===== config.mk =====
export PLATFORM = sky130hd
export DESIGN_NAME = text_line_command_decoder_flat
export DESIGN_NICKNAME = d
export VERILOG_FILES = /design/src/rtl/core/tlcd_pkg.sv /design/src/rtl/core/tlcd_in_if.sv /design/src/rtl/core/tlcd_out_if.sv /design/src/rtl/core/tlcd_tracker.sv /design/src/rtl/core/text_line_command_decoder.sv /design/src/flat_wrapper.sv
export SDC_FILE = /design/constraint.sdc
export NUM_CORES = 1
export LEC_CHECK = 0
export ABC_AREA = 1
export BUFFER_PORTS_ARGS = -buffer_cell sky130_fd_sc_hd__buf_2
export CORE_MARGIN = 3
export CORE_UTILIZATION = 49
export CTS_BUF_LIST = sky130_fd_sc_hd__clkbuf_16
export DETAILED_ROUTE_END_ITERATION = 8
export PLACE_DENSITY = 0.66
export SYNTH_ARGS = -nofsm -noshare
export SYNTH_HDL_FRONTEND = slang
export SYNTH_SLANG_ARGS = --single-unit

===== constraint.sdc =====
create_clock -name clk -period 2.75 [get_ports clk]
set_input_delay 0 -clock clk [delete_from_list [all_inputs] [get_ports clk]]
set_output_delay 0 -clock clk [all_outputs]
set_load 0.01 [all_outputs]

===== src/rtl/core/tlcd_pkg.sv =====
// ============================================================================
// tlcd_pkg
// Shared types, character codes, status codes and command name tables for
// the text line command decoder.
// ============================================================================
package tlcd_pkg;

    // character codes
    localparam logic [7:0] CHR_NUL   = 8'h00;
    localparam logic [7:0] CHR_CR    = 8'h0D;
    localparam logic [7:0] CHR_LF    = 8'h0A;
    localparam logic [7:0] CHR_STAR  = 8'h2A;
    localparam logic [7:0] CHR_SPACE = 8'h20;

    // result status codes
    localparam logic [2:0] ST_OK      = 3'd0;
    localparam logic [2:0] ST_NO_PREV = 3'd1;
    localparam logic [2:0] ST_BAD_SUM = 3'd2;
    localparam logic [2:0] ST_EMPTY   = 3'd3;
    localparam logic [2:0] ST_UNKNOWN = 3'd4;

    // command codes
    localparam logic [2:0] CMD_STA      = 3'd0;
    localparam logic [2:0] CMD_SET      = 3'd1;
    localparam logic [2:0] CMD_GET      = 3'd2;
    localparam logic [2:0] CMD_SETTINGS = 3'd3;
    localparam logic [2:0] CMD_VERSION  = 3'd4;
    localparam logic [2:0] CMD_HELP     = 3'd5;

    // line terminator codes
    localparam logic [1:0] TERM_NONE = 2'd0;
    localparam logic [1:0] TERM_CR   = 2'd1;
    localparam logic [1:0] TERM_LF   = 2'd2;

    localparam int NUM_CMDS = 6;
    localparam logic [3:0] TOKEN_CAP = 4'd8;
    localparam logic [3:0] IDX_MAX   = 4'd15;

    // command names, one character per slot, zero padded
    localparam logic [7:0] CMD_CHARS [NUM_CMDS][8] = '{
        '{"s", "t", "a", 8'h00, 8'h00, 8'h00, 8'h00, 8'h00},
        '{"s", "e", "t", 8'h00, 8'h00, 8'h00, 8'h00, 8'h00},
        '{"g", "e", "t", 8'h00, 8'h00, 8'h00, 8'h00, 8'h00},
        '{"s", "e", "t", "t", "i", "n", "g", "s"},
        '{"v", "e", "r", "s", "i", "o", "n", 8'h00},
        '{"h", "e", "l", "p", 8'h00, 8'h00, 8'h00, 8'h00}
    };
    localparam logic [3:0] CMD_LENS [NUM_CMDS] = '{4'd3, 4'd3, 4'd3, 4'd8, 4'd7, 4'd4};

    // token tracker: count, in-token flag, first token index, name match mask
    typedef struct packed {
        logic [3:0] count;
        logic       in_tok;
        logic [3:0] idx;
        logic [5:0] mask;
    } trk_t;

    // stored decode for replay
    typedef struct packed {
        logic       valid;
        logic [2:0] status;
        logic [2:0] command;
        logic [3:0] count;
    } dec_t;

    // tracker control from the line logic
    typedef struct packed {
        logic       clear;
        logic       step;
        logic       star;
        logic [7:0] data;
    } trk_ctrl_t;

    localparam trk_t TRK_INIT = '{count: 4'd0, in_tok: 1'b0, idx: 4'd0, mask: 6'h3F};

    // hex digit value, msb flags a valid digit
    function automatic logic [4:0] hex_val(input logic [7:0] c);
        logic [4:0] r;
        r = 5'd0;
        if (c >= "0" && c <= "9")
            r = {1'b1, c[3:0]};
        else if ((c >= "A" && c <= "F") || (c >= "a" && c <= "f"))
            r = {1'b1, 4'(c[3:0] + 4'd9)};
        return r;
    endfunction

    // advance the token tracker by one content byte
    function automatic trk_t trk_next(input trk_t t, input logic [7:0] b);
        trk_t r;
        logic go;
        r  = t;
        go = 1'b1;
        if (b == CHR_SPACE) begin
            r.in_tok = 1'b0;
            go = 1'b0;
        end else if (!t.in_tok) begin
            r.in_tok = 1'b1;
            if (t.count < TOKEN_CAP)
                r.count = 4'(t.count + 4'd1);
            else
                go = 1'b0;
        end
        if (go && r.count == 4'd1) begin
            for (int i = 0; i < NUM_CMDS; i++) begin
                if (t.idx >= CMD_LENS[i] || CMD_CHARS[i][t.idx[2:0]] != b)
                    r.mask[i] = 1'b0;
            end
            if (t.idx < IDX_MAX)
                r.idx = 4'(t.idx + 4'd1);
        end
        return r;
    endfunction

endpackage


===== src/rtl/core/tlcd_in_if.sv =====
// ============================================================================
// tlcd_in_if
// Byte channel into the decoder: valid/ready handshake with one character.
// ============================================================================
interface tlcd_in_if;
    logic       valid;
    logic       ready;
    logic [7:0] byte_in;

    modport source (output valid, output byte_in, input ready);
    modport sink   (input valid, input byte_in, output ready);
endinterface


===== src/rtl/core/tlcd_out_if.sv =====
// ============================================================================
// tlcd_out_if
// Decode result channel: valid/ready handshake with status, command, token
// count and replay flag.
// ============================================================================
interface tlcd_out_if;
    logic       valid;
    logic       ready;
    logic [2:0] status;
    logic [2:0] command;
    logic [3:0] token_count;
    logic       replayed;

    modport source (output valid, output status, output command, output token_count,
                    output replayed, input ready);
    modport sink   (input valid, input status, input command, input token_count,
                    input replayed, output ready);
endinterface


===== src/rtl/core/tlcd_tracker.sv =====
// ============================================================================
// tlcd_tracker
// Token tracker for the current line: counts space-delimited tokens and
// matches the first token against the command names, with a copy taken at
// each '*' so the body before the checksum can be decoded.
// ============================================================================
module tlcd_tracker
    import tlcd_pkg::*;
(
    input  logic      clk,
    input  logic      rst_n,
    input  trk_ctrl_t ctrl,
    output trk_t      cur,
    output trk_t      snap
);

    trk_t cur_reg, cur_next;
    trk_t snap_reg, snap_next;

    // next tracker state
    always_comb
    begin
        cur_next  = cur_reg;
        snap_next = snap_reg;
        if (ctrl.clear)
        begin
            cur_next  = TRK_INIT;
            snap_next = '0;
        end
        else if (ctrl.step)
        begin
            if (ctrl.star)
                snap_next = cur_reg;
            cur_next = trk_next(cur_reg, ctrl.data);
        end
    end

    always_ff @(posedge clk or negedge rst_n)
    begin
        if (!rst_n)
        begin
            cur_reg  <= TRK_INIT;
            snap_reg <= '0;
        end
        else
        begin
            cur_reg  <= cur_next;
            snap_reg <= snap_next;
        end
    end

    assign cur  = cur_reg;
    assign snap = snap_reg;

endmodule


===== src/rtl/core/text_line_command_decoder.sv =====
// ============================================================================
// text_line_command_decoder
// Decodes a received character stream into one result per completed line:
// checksum suffix check, token count and command name match, with replay of
// the last stored decode on an empty line.
// ============================================================================
//
//  channel   dir   payload                                    transfer
//  chars     in    byte_in[7:0]                               valid & ready
//  decodes   out   status, command, token_count, replayed     valid & ready
//
//  one byte per cycle sustained while decodes are taken; a result is valid once
//  the terminator has passed the input register and then the decode has
//  landed in the result register
//  async active-low reset clears all line state and the stored decode
//  a result not taken holds the byte in the input register; chars stays ready
//  while the input register is empty or the result register can drain
//
module text_line_command_decoder
    import tlcd_pkg::*;
#(
    parameter int LINE_MAX = 64
)
(
    input logic        clk,
    input logic        rst_n,
    tlcd_in_if.sink    chars,
    tlcd_out_if.source decodes
);

    localparam int LEN_W = $clog2(LINE_MAX + 1);
    localparam logic [LEN_W-1:0] LEN_LIMIT = LEN_W'(LINE_MAX);

    // input register
    logic       in_vld_reg;
    logic [7:0] in_byte_reg;

    // line state
    logic [LEN_W-1:0] line_len_reg, line_len_next;
    logic [1:0]       pend_reg, pend_next;
    logic             ended_reg, ended_next;
    logic             content_nz_reg, content_nz_next;
    logic [7:0]       xor_reg, xor_next;
    logic             star_reg, star_next;
    logic             star_nz_reg, star_nz_next;
    logic [7:0]       xor_star_reg, xor_star_next;
    logic [15:0]      tail_reg, tail_next;
    logic [1:0]       tail_cnt_reg, tail_cnt_next;
    dec_t             last_reg, last_next;

    // result register
    logic       out_vld_reg;
    logic [2:0] out_status_reg;
    logic [2:0] out_command_reg;
    logic [3:0] out_count_reg;
    logic       out_replayed_reg;

    logic       advance;
    logic       emit;
    logic [2:0] res_status;
    logic [2:0] res_command;
    logic [3:0] res_count;
    logic       res_replayed;

    trk_ctrl_t  trk_ctrl;
    trk_t       trk_cur;
    trk_t       trk_snap;

    tlcd_tracker u_tracker (
        .clk   (clk),
        .rst_n (rst_n),
        .ctrl  (trk_ctrl),
        .cur   (trk_cur),
        .snap  (trk_snap)
    );

    // handshake
    assign advance     = in_vld_reg && (!out_vld_reg || decodes.ready);
    assign chars.ready = !in_vld_reg || !out_vld_reg || decodes.ready;

    // line processing and decode
    always_comb
    begin
        logic [7:0] b;
        logic       is_term;
        logic [1:0] t_code;
        logic [4:0] hi;
        logic [4:0] lo;
        logic       sum_ok;
        trk_t       t_sel;
        logic       body_nz;
        logic [2:0] m_status;
        logic [2:0] m_command;

        b       = in_byte_reg;
        is_term = (b == CHR_CR) || (b == CHR_LF);
        t_code  = (b == CHR_CR) ? TERM_CR : TERM_LF;

        // checksum suffix
        hi     = hex_val(tail_reg[15:8]);
        lo     = hex_val(tail_reg[7:0]);
        sum_ok = (tail_cnt_reg == 2'd2) && hi[4] && lo[4] &&
                 ({hi[3:0], lo[3:0]} == xor_star_reg);

        // command match on the body tokens
        t_sel   = star_reg ? trk_snap : trk_cur;
        body_nz = star_reg ? star_nz_reg : 1'b1;
        m_status  = ST_UNKNOWN;
        m_command = CMD_STA;
        if (t_sel.count == 4'd0)
            m_status = ST_EMPTY;
        else
        begin
            for (int i = NUM_CMDS - 1; i >= 0; i--)
            begin
                if (t_sel.mask[i] && t_sel.idx == CMD_LENS[i])
                begin
                    m_status  = ST_OK;
                    m_command = 3'(i);
                end
            end
        end

        line_len_next   = line_len_reg;
        pend_next       = pend_reg;
        ended_next      = ended_reg;
        content_nz_next = content_nz_reg;
        xor_next        = xor_reg;
        star_next       = star_reg;
        star_nz_next    = star_nz_reg;
        xor_star_next   = xor_star_reg;
        tail_next       = tail_reg;
        tail_cnt_next   = tail_cnt_reg;
        last_next       = last_reg;
        trk_ctrl        = '{clear: 1'b0, step: 1'b0, star: 1'b0, data: b};

        emit = 1'b0;
        // default result is a replay of the stored decode, or no-previous status when none is stored
        if (last_reg.valid)
        begin
            res_status   = last_reg.status;
            res_command  = last_reg.command;
            res_count    = last_reg.count;
            res_replayed = 1'b1;
        end
        else
        begin
            res_status   = ST_NO_PREV;
            res_command  = CMD_STA;
            res_count    = 4'd0;
            res_replayed = 1'b0;
        end

        if (advance)
        begin
            if (is_term)
            begin
                if (line_len_reg != '0)
                begin
                    // line closes: decode, then start a fresh line
                    emit      = 1'b1;
                    pend_next = t_code;
                    if (content_nz_reg && star_reg && !sum_ok)
                    begin
                        res_status   = ST_BAD_SUM;
                        res_command  = CMD_STA;
                        res_count    = 4'd0;
                        res_replayed = 1'b0;
                    end
                    else if (content_nz_reg)
                    begin
                        res_status   = m_status;
                        res_command  = m_command;
                        res_count    = t_sel.count;
                        res_replayed = 1'b0;
                        last_next    = '{valid: body_nz, status: m_status,
                                         command: m_command, count: t_sel.count};
                    end
                    line_len_next   = '0;
                    ended_next      = 1'b0;
                    content_nz_next = 1'b0;
                    xor_next        = 8'd0;
                    star_next       = 1'b0;
                    star_nz_next    = 1'b0;
                    xor_star_next   = 8'd0;
                    tail_next       = 16'd0;
                    tail_cnt_next   = 2'd0;
                    trk_ctrl.clear  = 1'b1;
                end
                else if (pend_reg != TERM_NONE && pend_reg != t_code)
                    // second half of a CR-LF or LF-CR pair
                    pend_next = TERM_NONE;
                else
                begin
                    // empty line replays
                    pend_next = TERM_NONE;
                    emit      = 1'b1;
                end
            end
            else
            begin
                pend_next = TERM_NONE;
                if (line_len_reg < LEN_LIMIT)
                begin
                    line_len_next = line_len_reg + 1'b1;
                    if (!ended_reg)
                    begin
                        if (b == CHR_NUL)
                            ended_next = 1'b1;
                        else
                        begin
                            if (b == CHR_STAR)
                            begin
                                star_next     = 1'b1;
                                star_nz_next  = content_nz_reg;
                                xor_star_next = xor_reg;
                                tail_next     = 16'd0;
                                tail_cnt_next = 2'd0;
                            end
                            else if (star_reg)
                            begin
                                tail_next = {tail_reg[7:0], b};
                                if (tail_cnt_reg != 2'd3)
                                    tail_cnt_next = tail_cnt_reg + 2'd1;
                            end
                            xor_next        = xor_reg ^ b;
                            content_nz_next = 1'b1;
                            trk_ctrl.step   = 1'b1;
                            trk_ctrl.star   = (b == CHR_STAR);
                        end
                    end
                end
            end
        end
    end

    // input register
    always_ff @(posedge clk or negedge rst_n)
    begin
        if (!rst_n)
            in_vld_reg <= 1'b0;
        else if (chars.ready)
            in_vld_reg <= chars.valid;
    end

    always_ff @(posedge clk)
    begin
        if (chars.valid && chars.ready)
            in_byte_reg <= chars.byte_in;
    end

    // line state registers
    always_ff @(posedge clk or negedge rst_n)
    begin
        if (!rst_n)
        begin
            line_len_reg   <= '0;
            pend_reg       <= TERM_NONE;
            ended_reg      <= 1'b0;
            content_nz_reg <= 1'b0;
            xor_reg        <= 8'd0;
            star_reg       <= 1'b0;
            star_nz_reg    <= 1'b0;
            xor_star_reg   <= 8'd0;
            tail_reg       <= 16'd0;
            tail_cnt_reg   <= 2'd0;
            last_reg       <= '0;
        end
        else
        begin
            line_len_reg   <= line_len_next;
            pend_reg       <= pend_next;
            ended_reg      <= ended_next;
            content_nz_reg <= content_nz_next;
            xor_reg        <= xor_next;
            star_reg       <= star_next;
            star_nz_reg    <= star_nz_next;
            xor_star_reg   <= xor_star_next;
            tail_reg       <= tail_next;
            tail_cnt_reg   <= tail_cnt_next;
            last_reg       <= last_next;
        end
    end

    // result register
    always_ff @(posedge clk or negedge rst_n)
    begin
        if (!rst_n)
            out_vld_reg <= 1'b0;
        else if (advance && emit)
            out_vld_reg <= 1'b1;
        else if (decodes.ready)
            out_vld_reg <= 1'b0;
    end

    always_ff @(posedge clk)
    begin
        if (advance && emit)
        begin
            out_status_reg   <= res_status;
            out_command_reg  <= res_command;
            out_count_reg    <= res_count;
            out_replayed_reg <= res_replayed;
        end
    end

    assign decodes.valid       = out_vld_reg;
    assign decodes.status      = out_status_reg;
    assign decodes.command     = out_command_reg;
    assign decodes.token_count = out_count_reg;
    assign decodes.replayed    = out_replayed_reg;

endmodule

===== src/flat_wrapper.sv =====
// flat-port wrapper written by rule: the top's interface ports become plain ports
module text_line_command_decoder_flat import tlcd_pkg::*;
#(
    parameter int LINE_MAX = 64
)
  (clk, rst_n, chars_valid, chars_byte_in, chars_ready, decodes_valid, decodes_status, decodes_command, decodes_token_count, decodes_replayed, decodes_ready);
  tlcd_in_if chars_i ();
  tlcd_out_if decodes_i ();
  input logic clk;
  input logic rst_n;
  input wire logic [$bits(chars_i.valid)-1:0] chars_valid;
  input wire logic [$bits(chars_i.byte_in)-1:0] chars_byte_in;
  output wire logic [$bits(chars_i.ready)-1:0] chars_ready;
  output wire logic [$bits(decodes_i.valid)-1:0] decodes_valid;
  output wire logic [$bits(decodes_i.status)-1:0] decodes_status;
  output wire logic [$bits(decodes_i.command)-1:0] decodes_command;
  output wire logic [$bits(decodes_i.token_count)-1:0] decodes_token_count;
  output wire logic [$bits(decodes_i.replayed)-1:0] decodes_replayed;
  input wire logic [$bits(decodes_i.ready)-1:0] decodes_ready;
  assign chars_i.valid = chars_valid;
  assign chars_i.byte_in = chars_byte_in;
  assign chars_ready = chars_i.ready;
  assign decodes_valid = decodes_i.valid;
  assign decodes_status = decodes_i.status;
  assign decodes_command = decodes_i.command;
  assign decodes_token_count = decodes_i.token_count;
  assign decodes_replayed = decodes_i.replayed;
  assign decodes_i.ready = decodes_ready;
  text_line_command_decoder #(.LINE_MAX(LINE_MAX)) u_core (.clk(clk), .rst_n(rst_n), .chars(chars_i), .decodes(decodes_i));
endmodule

Word level (Yosys, flattened, before mapping)
Memory sizes are Yosys's and may differ from the RTL's.
Index checks and enable logic that the tools add are counted.
{"block": "word_totals", "inputBits": 12, "reg_bits": 109, "mem_count": 6, "romBits": 384}
{"block": "classes", "n_bitwise": 3, "n_lt_le_gt_ge": 20, "mux": 143, "eq_ne": 22, "n_addsub": 6, "n_reduce_logical": 70}
{"name": "(name not given)", "depth": 8, "word_bits": 8, "read_ports": 1, "rd_clocked_by_memory_dff": 0, "wr": 0, "line_no": "tlcd_pkg.sv:105", "source": "if (t.idx >= CMD_LENS[i] || CMD_CHARS[i][t.idx[2:0]] != b)"}
{"name": "(name not given)", "depth": 8, "word_bits": 8, "read_ports": 1, "rd_clocked_by_memory_dff": 0, "wr": 0, "line_no": "tlcd_pkg.sv:105"}
{"name": "(name not given)", "depth": 8, "word_bits": 8, "read_ports": 1, "rd_clocked_by_memory_dff": 0, "wr": 0, "line_no": "tlcd_pkg.sv:105"}
{"name": "(name not given)", "depth": 8, "word_bits": 8, "read_ports": 1, "rd_clocked_by_memory_dff": 0, "wr": 0, "line_no": "tlcd_pkg.sv:105"}
{"name": "(name not given)", "depth": 8, "word_bits": 8, "read_ports": 1, "rd_clocked_by_memory_dff": 0, "wr": 0, "line_no": "tlcd_pkg.sv:105"}
{"name": "(name not given)", "depth": 8, "word_bits": 8, "read_ports": 1, "rd_clocked_by_memory_dff": 0, "wr": 0, "line_no": "tlcd_pkg.sv:105"}
{"operator": "$mux 8", "n": 22}
{"operator": "$mux 16", "n": 7}
{"operator": "$mux 15", "n": 6}
{"operator": "$mux 3", "n": 27}
{"operator": "$ne 8x8->1", "n": 6}
{"operator": "$mux 1", "n": 46}
{"operator": "$mux 4", "n": 11}
{"operator": "$ge 8x7->1 const B", "n": 4}
{"operator": "$le 8x7->1 const B", "n": 4}
{"operator": "$mux 2", "n": 15}
{"operator": "$reduce_bool 2->1", "n": 14}
{"operator": "$mux 5", "n": 5}
{"operator": "$reduce_and 3->1", "n": 8}
{"operator": "$logic_and 1x1->1", "n": 22}
{"operator": "$mux 7", "n": 3}
{"operator": "$eq 8x4->1 const B", "n": 2}
{"operator": "$eq 8x6->1 const B", "n": 2}
{"operator": "$ge 8x6->1 const B", "n": 2}
{"operator": "$le 8x6->1 const B", "n": 2}
{"operator": "$logic_or 1x1->1", "n": 12}
{"operator": "$reduce_and 6->1", "n": 2}
{"operator": "$mux 10", "n": 1}
{"operator": "$reduce_and 5->1", "n": 2}
{"operator": "$add 4x1->4 const B", "n": 2}
{"operator": "27 further kinds", "n": 37}

Longest topological paths before layout
Gate-level depths: netlist of run 1.
{"block": "logic_depth", "word_depth": 15, "mapped_depth": 19, "mapped_depth_nobuf": 19}

Cells and area by module
From an unflattened synthesis of run 1, not the netlist that was laid out.
{"block": "hier_totals", "hier_cells": 828, "hier_area_um2": 6492.5}
{"module": "text_line_command_decoder", "area_per_inst_um2": 4370.4, "cells_per_inst": 557, "n_inst": 1}
{"module": "tlcd_tracker", "area_per_inst_um2": 2122.0, "cells_per_inst": 271, "n_inst": 1}

Least setup slack after synthesis of run 1
No wires, ideal clock.
{"block": "synth_path", "path_type": "register to register", "start": "register u_core.u_tracker.cur_reg (netlist bit u_core.u_tracker.cur[8])", "end": "register u_core.u_tracker.cur_reg (netlist bit u_core.u_tracker.cur[2])", "slack_ns": 0.679, "path_stages_with_launch": 11, "setup_ns": 0.063, "n_path_buf": 2, "arrival_ns": 2.008, "synth_period_minus_slack_ns": 2.071, "cell_sequence": "dfrtp_1 clkbuf_1 inv_1 clkbuf_1 ha_1 xnor2_1 nand4_1 or4_1 o21ai_1 nand2_1 nand2_1"}
{"block": "synth_via", "elab_chain_cells": 8, "word_cells_on_any_way": 9, "cone_classes": "1 x order compare; 1 x eq/ne; 2 x mux; 1 x bitwise; 3 x reduce/logical; 1 x memory"}
{"item": "start, declared", "line_no": "tlcd_tracker.sv:17", "source": "trk_t cur_reg, cur_next;"}
{"item": "start signal, assigned", "line_no": "tlcd_tracker.sv:47", "source": "cur_reg <= cur_next;"}
{"item": "$not 3->4 (not written as such)", "line_no": "tlcd_pkg.sv:105"}
{"item": "$mem_v2 8x8"}
{"item": "$mux 8 (not written as such) (2 in series)", "line_no": "tlcd_pkg.sv:105"}
{"item": "$ne 8x8->1", "line_no": "tlcd_pkg.sv:105"}
{"item": "$logic_or 1x1->1 *", "line_no": "tlcd_pkg.sv:105"}
{"item": "$reduce_bool 2->1 (no source line) *"}
{"item": "$reduce_and 3->1 (no source line) *"}
Mark *: on every way between the ends. The rest lies on a longest branch, timed or not. The select of a mux whose other input is x is not followed.
A chain may end at the register's enable or synchronous reset.

Worst setup path after layout of run 1
{"block": "layout_path", "start": "register u_core.in_byte_reg[1]", "end": "register u_core.last_reg[3] (netlist name)"}
{"block": "layout_via", "elab_chain_cells": 3, "word_cells_on_any_way": 4, "cone_classes": "2 x eq/ne; 2 x reduce/logical"}
{"item": "start, declared", "line_no": "text_line_command_decoder.sv:36", "source": "logic [7:0] in_byte_reg;"}
{"item": "start signal, assigned", "line_no": "text_line_command_decoder.sv:249", "source": "in_byte_reg <= chars.byte_in;"}
{"item": "$eq 8x4->1", "line_no": "text_line_command_decoder.sv:96", "source": "is_term = (b == CHR_CR) || (b == CHR_LF);"}
{"item": "$logic_or 1x1->1 *", "line_no": "text_line_command_decoder.sv:96"}
{"item": "$reduce_and 5->1 (no source line) *"}
{"item": "end signal, assigned", "line_no": "text_line_command_decoder.sv:281", "source": "last_reg <= last_next;"}
{"item": "end, declared", "line_no": "text_line_command_decoder.sv:49", "source": "dec_t last_reg, last_next;"}
Mark *: on every way between the ends. The rest lies on a longest branch, timed or not.

==> impl_metrics.csv, run 1 <==
group,metric,value,unit
yosys,yosys.area_share.simple,0.270,
floorplan,core_area,12700,µm²
worst_setup_path,r2r_slack,0.21,ns
floorplan,die_w,121,µm
sta,clock_skew,0.0102,ns
grt,antenna_found_initial,0,
clock_network,clkLatencyLatePin,0.36,ns
power_and_ir_drop,ir_worst_vdd,0.297,mV
clock_network,cts.clk_slew.worst_paths,0.07,ns
clock_network,cts.sinks,107,
sta,fin_tns_setup,0,ns
yosys,ys_top_cells_by_area,"dfrtp_1 (32%), nand2_1 (11%), edfxtp_1 (8.9%)",
sta,tightestPinTransition,0.887,ns
yosys,synth_fa_ha_area_frac,0.0428,
yosys,synthMuxAreaShare,0,
route,drt-pass1-iter-count,5,
flow_run,drv_cap,0,
sta,maxSlewViolCount,0,
grt,grt_pass1_wl,26.2,mm
cells_and_area,area_growth,12.4,%
sta,hold_viol,0,
floorplan,die_h,121,µm
route,viasPerCell,5.37,
yosys,synth_top_family_by_area,"simple AND/OR/NAND/NOR gates",
grt,first_global_vias,5371,
yosys,yosysTopAreaCell,"dfrtp_1",
yosys,ys_seq_area_frac,0.432,
clock_network,numCtsBuffers,9,
worst_setup_path,worst-path-max-fanout,23,
cells_and_area,multiInputGateArea,3070,µm²
yosys,synthArstFlopShare,0.822,
yosys,syn_inst,797,
grt,grtUsageTotal,0.225,
clock_network,htree_num_levels,3,
cells_and_area,nets,868,
worst_setup_path,worstSetupEndpointType,"flip-flop",
yosys,synth_area_per_cell,8.07,µm²
sta,rsz0062_at_grt,"no",
worst_hold_path,min_path_type,"in -> async",
route,routedWlPerCell,15.2,µm
worst_setup_path,worstSetupStartpointType,"flip-flop",
clock_network,cts_tree,"done",
sta,slew_headroom,0.408,
worst_setup_path,worstPathRequired,2.99,ns
yosys,ys_ff_latch,107,
route,ant_nets,0,
worst_setup_path,worstSetupPathType,"reg -> reg",
floorplan,rows,41,
cells_and_area,seq_area,2780,µm²
sta,worst_slack,0.212,ns
yosys,synth_edf_count,19,
clock_network,cts-root-buf,"clkbuf_16",
cells_and_area,largest_register_ffs,16,
cells_and_area,layout-drive-gt1-share,0.136,
worst_setup_path,max_stage_delay,0.70,ns
worst_setup_path,cp_cell_sequence,"nand4_2, nor2_1, nor2_4, nor2_4, nand2_4, nor2_1, nand2_2, nand2_1, o21ai_2",
sta,holdWs,0.304,ns
yosys,yosys_warnings,0,
worst_setup_path,worst_path_dominant_cell_family,"simple AND/OR/NAND/NOR gates",
floorplan,initial_core_util,0.505,
route,via_count,5426,
sta,min_period,2.54,ns
power_and_ir_drop,p_leak,3.56,nW
yosys,ys.flop_type,"dfrtp_1",
placement,dp_hpwl,11.3,mm
sta,clock.fmax,0.394,GHz
worst_setup_path,path_buf_inv,0,
worst_setup_path,crit_slowest_cell,"edfxtp_1",
cells_and_area,num_antenna_cells,0,
sta,period_share,0.923,
outcome,status,"complete, no violations",
power_and_ir_drop,power.density,575,nW/µm²
placement,gp_congestion,0.979,
route,drc,0,
clock_network,clockBufferDepth,2,
grt,grt_max_degree,71,
yosys,synth_compound_area_frac,0.139,
clock_network,post-cts-setup-buffers,0,
placement,portBuffers,24,
yosys,synth_commonest_cells,"nand2_1 (189), inv_1 (106), dfrtp_1 (82)",
route,wl,15.4,mm
yosys,syn-num-nets,831,
placement,dpl_worst_slack,0.261,ns
yosys,synth_xor_area_frac,0.0259,
yosys,synth_top_area_frac,0.319,
cells_and_area,fill_cells,1178,
sta,final-setup-viol-count,0,
grt,grt-ovfl-total,0,
worst_setup_path,arrival,2.78,ns
floorplan,io_pins,25,
route,drt_iter0_drc,353,
floorplan,die_area,14500,µm²
cells_and_area,final_util,0.568,
yosys,synthMostInstantiatedCell,"nand2_1",
yosys,syn_area,6430,µm²
yosys,ys_types,47,
==> worst reg2reg max path: cells and delay by family, from the launching register on <==
kind	cells	cell delay, ns
compound gates	1	0.06
flops	1	0.70
simple gates	8	1.66
==> layer usage <==
layer / track usage / part of all wire / vias to the layer above
met3: 0.0337 / 0.036 / 24
met2: 0.373 / 0.48 / 113
met5: 0 / 0 / -
li1: - / - / 2707
met1: 0.306 / 0.46 / 2582
met4: 0.0701 / 0.020 / 0
==> final timing paths <==
path	start	cells after the start	end
setup / recovery	u_core.in_byte_reg[1]$_DFFE_PP_	9	u_core.last_reg[3]$_DFFE_PN0P_
hold / removal	rst_n	2	u_core.last_reg[5]$_DFFE_PN0P_
setup reg to reg	u_core.in_byte_reg[1]$_DFFE_PP_	9	u_core.last_reg[3]$_DFFE_PN0P_
hold reg to reg	u_core.u_tracker.cur[5]$_DFFE_PN1P_	2	u_core.u_tracker.cur[5]$_DFFE_PN1P_
max in group asynchronous	rst_n	3	u_core.u_tracker.cur[3]$_DFFE_PN1P_
min in group clk	chars_byte_in[2]	2	u_core.in_byte_reg[2]$_DFFE_PP_
==> layout by cell type (no fill, tap or decap), types with 15 or more instances in the layout <==
master,n
nand2_1,189
dfrtp_1,81
nand4_1,17
nand3_1,62
o21ai_1,18
ha_1,22
nor2_1,41
o22ai_1,22
xor2_1,15
edfxtp_1,19
o21ai_0,40
inv_1,106
buf_4,21
a21oi_1,36
buf_2,23
==> cell type report <==
type                       instances  area share
timing repair buffer              57      0.0571
tap                              172      0.0298
sequential                       107       0.385
clock buffer                      10      0.0346
clock inverter                     6      0.0126
multi-input combinational        550       0.424
inverter                         109      0.0566
==> cell families after synthesis <==
family                   count (synthesis)
buffers and inverters                  140
flip-flops                             107
AO/OA/AOI/OAI                          151
AND/OR/NAND/NOR                        358
XOR/XNOR                                19
adder cells (fa/ha/maj)                 22
==> power breakdown <==
part           leakage [nW]  internal, mW  switching, mW
sequential             1.17          1.77          0.140
clock                 0.166         0.861          0.612
combinational          2.22         0.285          0.490
total                  3.56          2.91           1.24
==> stage by stage <==
stage	power (mW)	std cells	cell area, µm²
after floorplan	2.46	797	6430
after global placement	2.68	983	6770
after detailed placement	2.69	983	6770
after CTS	4.19	1011	7230
after global routing	4.39	1011	7230
final	4.15	1011	7230
==> repair_timing <==
item	4_1_cts	5_1_grt
endpoints found under the hold margin	76	0
endpoints found under the setup margin	0	3
resized for setup	0	2
hold buffers	12	0
(Power assumes the default switching activity.)
==> run 2, diff against run 1 <==
- CTS_BUF_LIST: sky130_fd_sc_hd__clkbuf_16 -> not set
==> impl_metrics.csv, run 2 (same netlist as run 1, synthesis figures left out) <==
group,metric,value,unit
grt,antenna_found_initial,0,
clock_network,cts.sinks,107,
cells_and_area,seq_area,2780,µm²
worst_setup_path,worstSetupStartpointType,"flip-flop",
sta,maxSlewViolCount,0,
cells_and_area,final_cell_mix,"nand2_1 (189), inv_1 (106), dfrtp_1 (81)",
worst_setup_path,path_buf_inv,0,
cells_and_area,fill_cells,1174,
power_and_ir_drop,intPower,2.94,mW
grt,first_global_vias,5371,
floorplan,rows,41,
cells_and_area,num_antenna_cells,0,
worst_setup_path,r2r_cells,9,
floorplan,initial_core_util,0.505,
worst_setup_path,worstPathRequired,2.99,ns
floorplan,die_w,121,µm
flow_run,drv_cap,0,
cells_and_area,nets,868,
route,drt_iter0_drc,347,
route,via_count,5444,
power_and_ir_drop,ir_worst_vdd,0.297,mV
power_and_ir_drop,p_leak,3.56,nW
sta,tightestPinTransition,0.886,ns
sta,worst_slack,0.216,ns
placement,portBuffers,24,
grt,grt-ovfl-total,0,
clock_network,cts-root-buf,"clkbuf_16",
sta,clock_skew,0.0104,ns
worst_setup_path,worst-path-max-fanout,23,
worst_setup_path,max_stage_delay,0.70,ns
route,wl,15.4,mm
outcome,status,"complete, no violations",
sta,clock.fmax,0.395,GHz
power_and_ir_drop,pwr-share-seq,0.456,
placement,gp_congestion,0.979,
floorplan,io_pins,25,
floorplan,die_area,14500,µm²
clock_network,clkLatencyLatePin,0.36,ns
cells_and_area,largest_register_ffs,16,
cells_and_area,layout-drive-gt1-share,0.136,
worst_setup_path,cp_cell_sequence,"nand4_2, nor2_1, nor2_4, nor2_4, nand2_4, nor2_1, nand2_2, nand2_1, o21ai_2",
sta,period_share,0.922,
clock_network,clockBufferDepth,2,
clock_network,cts.clk_slew.worst_paths,0.07,ns
placement,dp_hpwl,11.3,mm
worst_setup_path,worstSetupPathType,"reg -> reg",
worst_setup_path,cp.depth,9,
clock_network,cts_tree,"done",
power_and_ir_drop,swShare,0.298,
worst_setup_path,arrival,2.78,ns
sta,hold_viol,0,
cells_and_area,layout_commonest_cell,"nand2_1",
sta,slew_headroom,0.409,
cells_and_area,final_util,0.569,
sta,final-setup-viol-count,0,
sta,rsz0062_at_grt,"no",
cells_and_area,area_growth,12.6,%
route,drt-pass1-iter-count,5,
route,drc,0,
floorplan,core_area,12700,µm²
power_and_ir_drop,power.density,578,nW/µm²
worst_setup_path,worstSetupEndpointType,"flip-flop",
worst_setup_path,crit_slowest_cell,"edfxtp_1",
route,ant_nets,0,
power_and_ir_drop,clkPwrFrac,0.359,
floorplan,die_h,121,µm
placement,dpl_worst_slack,0.261,ns
clock_network,numCtsBuffers,9,
grt,grtUsageTotal,0.225,
sta,fin_tns_setup,0,ns
clock_network,htree_num_levels,3,
worst_hold_path,min_path_type,"in -> async",
route,viasPerCell,5.38,
cells_and_area,multiInputGateArea,3070,µm²
grt,grt_pass1_wl,26.2,mm
power_and_ir_drop,p_switching,1.25,mW
power_and_ir_drop,combPwrFrac,0.185,
sta,holdWs,0.294,ns
grt,grt_max_degree,71,
route,routedWlPerCell,15.2,µm
sta,min_period,2.53,ns
worst_setup_path,worst_path_dominant_cell_family,"simple AND/OR/NAND/NOR gates",
## run 2: cell count changes in the layout (fill, tap and decap cells not counted)
cell,previous run,this run
clkbuf_8,0,1
inv_2,4,3
## run 2: final timing paths
path | slack (ns) | start | endpoint
setup / recovery | 0.22 | u_core.in_byte_reg[1]$_DFFE_PP_ | u_core.last_reg[3]$_DFFE_PN0P_
hold / removal | 0.29 | rst_n | u_core.last_reg[5]$_DFFE_PN0P_
setup reg to reg | 0.22 | u_core.in_byte_reg[1]$_DFFE_PP_ | u_core.last_reg[3]$_DFFE_PN0P_
hold reg to reg | 0.48 | u_core.u_tracker.cur[5]$_DFFE_PN1P_ | u_core.u_tracker.cur[5]$_DFFE_PN1P_
max in group asynchronous | 1.69 | rst_n | u_core.u_tracker.cur[3]$_DFFE_PN1P_
min in group clk | 0.35 | chars_byte_in[2] | u_core.in_byte_reg[2]$_DFFE_PP_
## run 2: area by class of cell
type	count	share of cell area
timing repair buffer	57	0.0570
sequential	107	0.384
clock inverter	5	0.0121
clock buffer	11	0.0365
multi-input combinational	550	0.424
tap	172	0.0297
inverter	109	0.0565
## run 2: what timing repair did
action | CTS | global route
buffers inserted | 0 | 0
endpoints found under the hold margin | 76 | 0
resized for setup | 0 | 2
setup endpoints to repair | 0 | 3
hold buffers | 12 | 0
## run 2: per-layer routing
| layer | wire length [µm] | track usage |
|---|---|---|
| met1 | 7120 | 0.306 |
| met2 | 7420 | 0.372 |
| met3 | 569 | 0.0337 |
| met4 | 300 | 0.0701 |
| met5 | 0 | 0 |
## run 2: per-stage QoR
step	instances	power [mW]	cell area (µm²)
floorplan	797	2.46	6430
global placement	983	2.68	6770
detailed placement	983	2.69	6770
CTS	1011	4.21	7240
global route	1011	4.41	7240
finish	1011	4.18	7240
## run 2: power by group through the flow
stage | combinational (mW) | clock [mW] | sequential, mW
floorplan | 0.589 | 0 | 1.88
global placement | 0.746 | 0 | 1.93
detailed placement | 0.757 | 0 | 1.94
CTS | 0.776 | 1.54 | 1.90
global route | 0.897 | 1.59 | 1.93
finish | 0.775 | 1.50 | 1.91
==> run 3, diff against run 2 <==
- REMOVE_ABC_BUFFERS: not set -> 1
==> impl_metrics.csv, run 3 (same netlist as run 1, synthesis figures left out) <==
group,metric,value,unit
outcome,status,"complete, no violations",
power_and_ir_drop,power.density,549,nW/µm²
worst_setup_path,worstSetupEndpointType,"flip-flop",
worst_setup_path,path_buf_inv,2,
placement,gp_congestion,0.909,
grt,grt-ovfl-total,0,
sta,clock.fmax,0.403,GHz
floorplan,core_area,12700,µm²
worst_hold_path,min_path_type,"in -> async",
floorplan,die_area,14500,µm²
route,drt_iter0_drc,357,
cells_and_area,layout_commonest_cell,"nand2_1",
grt,grt_max_degree,56,
flow_run,drv_cap,0,
sta,slew_headroom,0.518,
grt,grtUsageTotal,0.219,
floorplan,io_pins,25,
clock_network,cts.sinks,107,
placement,dp_hpwl,11.0,mm
cells_and_area,nets,869,
worst_setup_path,crit_slowest_cell,"edfxtp_1",
route,via_count,5411,
cells_and_area,num_antenna_cells,0,
worst_setup_path,worstSetupPathType,"reg -> reg",
route,routedWlPerCell,14.6,µm
sta,min_period,2.48,ns
floorplan,die_w,121,µm
clock_network,cts-root-buf,"clkbuf_16",
route,drt-pass1-iter-count,5,
sta,tightestPinTransition,0.723,ns
worst_setup_path,cp_cell_sequence,"nand2_1, nor4_4, nor2_4, nor2_4, nand2_4, buf_4, inv_1, o21ai_0",
clock_network,numCtsBuffers,9,
worst_setup_path,worstSetupStartpointType,"flip-flop",
cells_and_area,final_util,0.565,
placement,portBuffers,24,
sta,maxSlewViolCount,0,
clock_network,cts.clk_slew.worst_paths,0.07,ns
grt,first_global_vias,5293,
worst_setup_path,max_stage_delay,0.61,ns
floorplan,rows,41,
cells_and_area,final_cell_mix,"nand2_1 (188), inv_1 (106), dfrtp_1 (81)",
worst_setup_path,arrival,2.57,ns
cells_and_area,largest_register_ffs,16,
power_and_ir_drop,p_leak,3.55,nW
worst_setup_path,worst-path-max-fanout,13,
power_and_ir_drop,ir_worst_vdd,0.467,mV
cells_and_area,area_growth,11.7,%
worst_setup_path,worst_path_dominant_cell_family,"simple AND/OR/NAND/NOR gates",
sta,hold_viol,0,
grt,antenna_found_initial,0,
route,drc,0,
worst_setup_path,worstPathRequired,2.84,ns
sta,fin_tns_setup,0,ns
floorplan,initial_core_util,0.505,
clock_network,htree_num_levels,3,
cells_and_area,layout-drive-gt1-share,0.138,
route,viasPerCell,5.35,
route,ant_nets,0,
clock_network,clockBufferDepth,2,
clock_network,clkLatencyLatePin,0.36,ns
worst_setup_path,crit_top_cell,"nor2_4",
route,wl,14.8,mm
sta,period_share,0.902,
grt,grt_pass1_wl,25.9,mm
sta,rsz0062_at_grt,"no",
sta,final-setup-viol-count,0,
floorplan,die_h,121,µm
clock_network,cts_tree,"done",
sta,clock_skew,0.00857,ns
## run 3: layer usage
layer	global-route usage	wire length, µm	vias up
li1	-	-	2717
met1	0.316	7250	2564
met2	0.342	6700	111
met3	0.0454	631	19
met4	0.0510	187	0
met5	0	0	-
## run 3: where the power goes
part	switching (mW)	total [mW]	internal, mW
clock	0.612	1.26	0.651
combinational	0.487	0.766	0.278
sequential	0.146	1.91	1.77
total	1.24	3.94	2.70
## run 3: layout make-up
type,instances,area (µm²)
sequential,107,2780
clock buffer,10,239
timing repair buffer,58,408
fill,1229,5540
clock inverter,6,47.5
inverter,109,409
multi-input combinational,550,3080
tap,172,215
## run 3: metrics by stage
stage | instances | setup WS, ns | power [mW] | cell area [µm²] | hold slack (ns)
final | 1012 | 0.268 | 3.94 | 7180 | 0.231
after global placement | 980 | 0.190 | 2.66 | 6730 | 0.0881
after floorplan | 766 | 0.357 | 2.45 | 6260 | -0.296
after global routing | 1012 | 0.00795 | 4.17 | 7180 | 0.284
after detailed placement | 980 | 0.175 | 2.68 | 6730 | 0.0906
after CTS | 1008 | 0.160 | 3.96 | 7140 | 0.257
## run 3: repair_timing
action / 4_1_cts / 5_1_grt
setup buffers: 0 / 4
endpoints found under the setup margin: 0 / 28
hold buffers: 12 / 0
gates resized for setup: 0 / 4
hold endpoints to repair: 57 / 0
## run 3: path summary, 6_finish.rpt
check                                                     from                                   to  slack (ns)  cells after the start
max in group asynchronous                                rst_n       u_core.tail_reg[0]$_DFFE_PN0P_        1.74                      3
max reg2reg                    u_core.in_byte_reg[3]$_DFFE_PP_   u_core.decodes.status[0]$_DFFE_PP_        0.27                      8
max                            u_core.in_byte_reg[3]$_DFFE_PP_   u_core.decodes.status[0]$_DFFE_PP_        0.27                      8
min in group clk                              chars_byte_in[7]      u_core.in_byte_reg[7]$_DFFE_PP_        0.35                      2
min reg2reg                u_core.u_tracker.cur[5]$_DFFE_PN1P_  u_core.u_tracker.cur[5]$_DFFE_PN1P_        0.47                      2
min                                                      rst_n       u_core.tail_reg[9]$_DFFE_PN0P_        0.23                      2
